### src/hdl/bhr_pkg.sv
`timescale 1ns / 1ps
package bhr_pkg;
  localparam int SYMBOL_COUNT_DEF = 256;
  localparam int COUNT_WIDTH_DEF = 32;
  localparam int TOTAL_W = 40;

  localparam logic [1:0] MODE_COUNT = 2'd0;
  localparam logic [1:0] MODE_READ = 2'd1;
  localparam logic [1:0] MODE_CLEAR = 2'd2;

  typedef struct packed {
    logic       clear;
    logic       upd;
    logic [7:0] sym;
  } cell_cmd_t;
endpackage

### src/hdl/bhr_cell.sv
`timescale 1ns / 1ps
module bhr_cell import bhr_pkg::*; #(
  parameter int INDEX = 0,
  parameter int COUNT_WIDTH = COUNT_WIDTH_DEF
) (
  input  logic                   clk,
  input  logic                   rst,
  input  cell_cmd_t              cmd,
  input  logic [COUNT_WIDTH-1:0] old_cnt,
  input  logic [COUNT_WIDTH-1:0] new_cnt,
  input  logic [7:0]             prev_sym,
  input  logic [COUNT_WIDTH-1:0] prev_cnt,
  input  logic                   prev_nb,
  output logic [7:0]             sym,
  output logic [COUNT_WIDTH-1:0] cnt,
  output logic                   nb,
  output logic                   match
);
  logic ahead;

  assign match = (sym == cmd.sym);
  // entry sits above the old place of the counted symbol
  assign ahead = (cnt > old_cnt) || ((cnt == old_cnt) && (sym < cmd.sym));
  // counted symbol with its new count ranks before this entry
  assign nb = (new_cnt > cnt) || ((new_cnt == cnt) && (cmd.sym < sym));

  always_ff @(posedge clk) begin
    if (rst || cmd.clear) begin
      sym <= 8'(INDEX);
      cnt <= '0;
    end else if (cmd.upd && (ahead || match)) begin
      if (prev_nb) begin
        sym <= prev_sym;
        cnt <= prev_cnt;
      end else if (nb) begin
        sym <= cmd.sym;
        cnt <= new_cnt;
      end
    end
  end
endmodule
### config.mk
export PLATFORM = sky130hd
export DESIGN_NAME = bhr_cell
export DESIGN_NICKNAME = d
export VERILOG_FILES = /design/src/hdl/bhr_pkg.sv /design/src/hdl/bhr_cell.sv
export SDC_FILE = /design/constraint.sdc
export NUM_CORES = 1
export LEC_CHECK = 0
export ABC_AREA = 1
export ABC_CLOCK_PERIOD_IN_PS = 3700
export BUFFER_PORTS_ARGS = -buffer_cell sky130_fd_sc_hd__buf_2
export CORE_ASPECT_RATIO = 1.75
export CORE_MARGIN = 1
export CORE_UTILIZATION = 50
export DETAILED_ROUTE_END_ITERATION = 12
export PLACE_DENSITY = 0.78
export SLEW_MARGIN = 10
export SYNTH_ARGS = -nofsm -noshare
export SYNTH_HDL_FRONTEND = slang
export SYNTH_SLANG_ARGS = --single-unit
### constraint.sdc
create_clock -name clk -period 3.7 [get_ports clk]
set_clock_uncertainty 0.2 [all_clocks]
set_input_delay 1.11 -clock clk [delete_from_list [all_inputs] [get_ports clk]]
set_output_delay 1.11 -clock clk [all_outputs]
set_load 0.01 [all_outputs]
==> impl_metrics.ini <==
[timing]
finalCritPeriodShare_pct = 98.7
slew_viol_final = 0
rsz0062_at_grt = yes
max_freq_mhz = 274
hold_violations = 0
min_period_ns = 3.65
worst_slack_ns = 0.0463
setup_viol = 0
relSlewSlack_pct = 61.1
tightest_slew_ns = 0.582

[global_route]
grt_pass1_wl_um = 18500
grt_use_total_pct = 27.4
grt_pass1_vias = 4380
grt_antenna_before_repair = 0
grt-ovfl-total = 0
grt_max_degree = 41

[pwr]
p_leak_nw = 3.25
switching_share_pct = 29.4
p_comb_share_pct = 25.4
clkPwrFrac_pct = 37.3
p_seq_share_pct = 37.3
p_switching_mw = 0.340
peakVddDrop_mv = 0.221
power_density_nw_per_um2 = 207
p_int_mw = 0.817

[finish]
postLayoutCoreUtil_pct = 71.2
nets = 1010
drive_gt1_share_pct = 30.1
diodes = 0
syn_to_final_growth_pct = 38.8
fin_area_um2 = 5600
fillers = 645

[clock_network]
cts_sinks = 40
clock_latency_ns = 0.29
cts_buffer_depth = 2
cts_buffers = 5
h-tree-depth = 2
clkTransAtPathRegs_ns = 0.06
cts_tree = done
postCtsHoldBufs = 0
cts-root-buf = clkbuf_16

[die]
start_util_pct = 51.3
die_h_um = 121
io_pins = 159
die_w_um = 69.9
dieArea_um2 = 8440
fp-row-count = 43
core_area_um2 = 7860

[route]
drtIter0Drc = 178
drt_pass1_iterations = 4
wirelength_um = 12100
vias_per_cell = 5.09
drtAntennaViolNets = 0
vias = 4636
drt-wirelength-per-cell_um = 13.3
drc_errors = 0

[critical_path]
endpoint_kind = output pin
cp_num_buf_inv = 4
critPathArrivalTime_ns = 2.34
slowest_delay_ns = 0.28
crit_slowest_cell = ha_1
path_delay_family = simple AND/OR/NAND/NOR gates
crit_fanout = 2
critPathMostFrequentCell = nand2_1
critPathLaunchType = input port
path_cells = buf_2, ha_1, nand2_1, inv_1, nand2_1, nand2_1, nand2_1, nand2_1, nand2_1, nand2_1, nand2_1, nand2_1, nand2_2, inv_2, buf_6
cp.required_ns = 2.39
path_class = input port to output pin

[synth]
synth-seq-area-share_pct = 19.9
synth_area_um2 = 4030
syn_nets = 851
ys_ff_latch = 40
ys_types = 25
avgSynthCellArea_um2 = 6.09
synthCells = 662
synth-warning-count = 0

[placed_design]
place_congestion = 0.873
io_buffers = 158
place_area_um2 = 4940
dpl_worst_slack_ns = -0.139
hpwl_um = 8770

[flow_run]
cap_violations = 0

[status]
status = completed

[min_path]
hp-class = register to register
layout by cell type (no fill, tap or decap), drive strengths merged:
| cell type | netlist | layout |
|---|---|---|
| o21ai | 9 | 9 |
| clkbuf | 11 | 6 |
| nor2 | 93 | 93 |
| mux2i | 13 | 13 |
| a21oi | 33 | 33 |
| nand2 | 243 | 243 |
| dfxtp | 40 | 40 |
| nand3 | 6 | 6 |
| nor3 | 1 | 1 |
| ha | 72 | 72 |
| o21a | 4 | 4 |
| a21o | 1 | 1 |
| nor3b | 1 | 1 |
| buf | 10 | 173 |
| inv | 108 | 108 |
| nand4 | 16 | 16 |
| clkinv | 1 | 2 |
state kept, by name, summed over array words and instances (netlist names):
| register | cells |
|---|---|
| sym | 8 |
| cnt | 32 |
final timing paths:
check             startpoint  endpoint  slack, ns  cells after the start
setup / recovery  new_cnt[2]        nb       0.05                     15
hold / removal        sym[7]    sym[7]       0.34                      4
setup reg to reg     cnt[29]   cnt[25]       1.14                     16
hold reg to reg       sym[7]    sym[7]       0.34                      4
stage by stage:
step / cells / hold slack [ns] / TNS (ns) / total power [mW]
floorplan: 662 / 0.348 / 0 / 0.570
global placement: 902 / 0.322 / -0.104 / 0.673
detailed placement: 902 / 0.333 / -0.139 / 0.680
CTS: 911 / 0.344 / 0 / 1.12
global route: 911 / 0.376 / -0.0484 / 1.21
finish: 911 / 0.341 / 0 / 1.16
cell usage after synthesis:
library cell    n  area, um2
clkinv_1        1       3.75
inv_1         105        394
ha_1           72        901
nor3_1          1       5.00
mux2i_1        13        130
a21oi_1        33        165
nand2_4         1       11.3
clkbuf_1       11       41.3
inv_2           3       11.3
buf_2           6       30.0
buf_6           3       33.8
nor3b_1         1       7.51
buf_4           1       7.51
o21ai_1         1       5.00
dfxtp_1        40        801
nand3_1         5       25.0
a21o_1          1       7.51
nand2_1       240        901
nand2_2         2       12.5
nor2_1         89        334
o21a_1          4       30.0
nand4_1        16        100
o21ai_0         8       40.0
nor2_2          4       25.0
nand3_2         1       10.0
metal layers:
metal / track usage (%) / wire [um]
met2: 53.9 / 6760
met5: 0 / 0
met1: 26.9 / 4520
met3: 3.92 / 466
met4: 13.9 / 403
layout make-up:
type	count	area, um2	share of cell area [%]
clock inverters	1	5.00	0.0894
repair buffers	173	966	17.3
inverters	109	412	7.36
flip-flops and latches	40	801	14.3
well taps	90	113	2.01
multi-input cells	492	3170	56.7
clock buffers	6	129	2.30
cells by family after synthesis:
| group | after synthesis | synth area share, % |
|---|---|---|
| and+or+nand+nor | 360 | 35.5 |
| muxes | 13 | 3.23 |
| AOI/OAI and AO/OA | 47 | 6.14 |
| DFF | 40 | 19.9 |
| adders and majority gates | 72 | 22.3 |
| buffers and inverters | 130 | 12.9 |
power by group through the flow:
| stage | clock network (mW) | registers [mW] | logic (mW) |
|---|---|---|---|
| after floorplan | 0 | 0.441 | 0.129 |
| after global placement | 0 | 0.441 | 0.232 |
| after detailed placement | 0 | 0.441 | 0.239 |
| after CTS | 0.435 | 0.431 | 0.253 |
| after global routing | 0.453 | 0.431 | 0.329 |
| final | 0.431 | 0.431 | 0.294 |
repair_timing:
action,in CTS,in global routing
gates cloned,0,0
resized for setup,19,63
pin swaps,17,32
setup endpoints to repair,1,1
buffers inserted,2,0
tightest hold or removal path, stage by stage (launching register included):
cell and delay (ns):
dfxtp_1 0.31, inv_1 0.07, nand2_1 0.05, inv_1 0.04, nor2_1 0.03
Power figures use the tool's default switching activity.
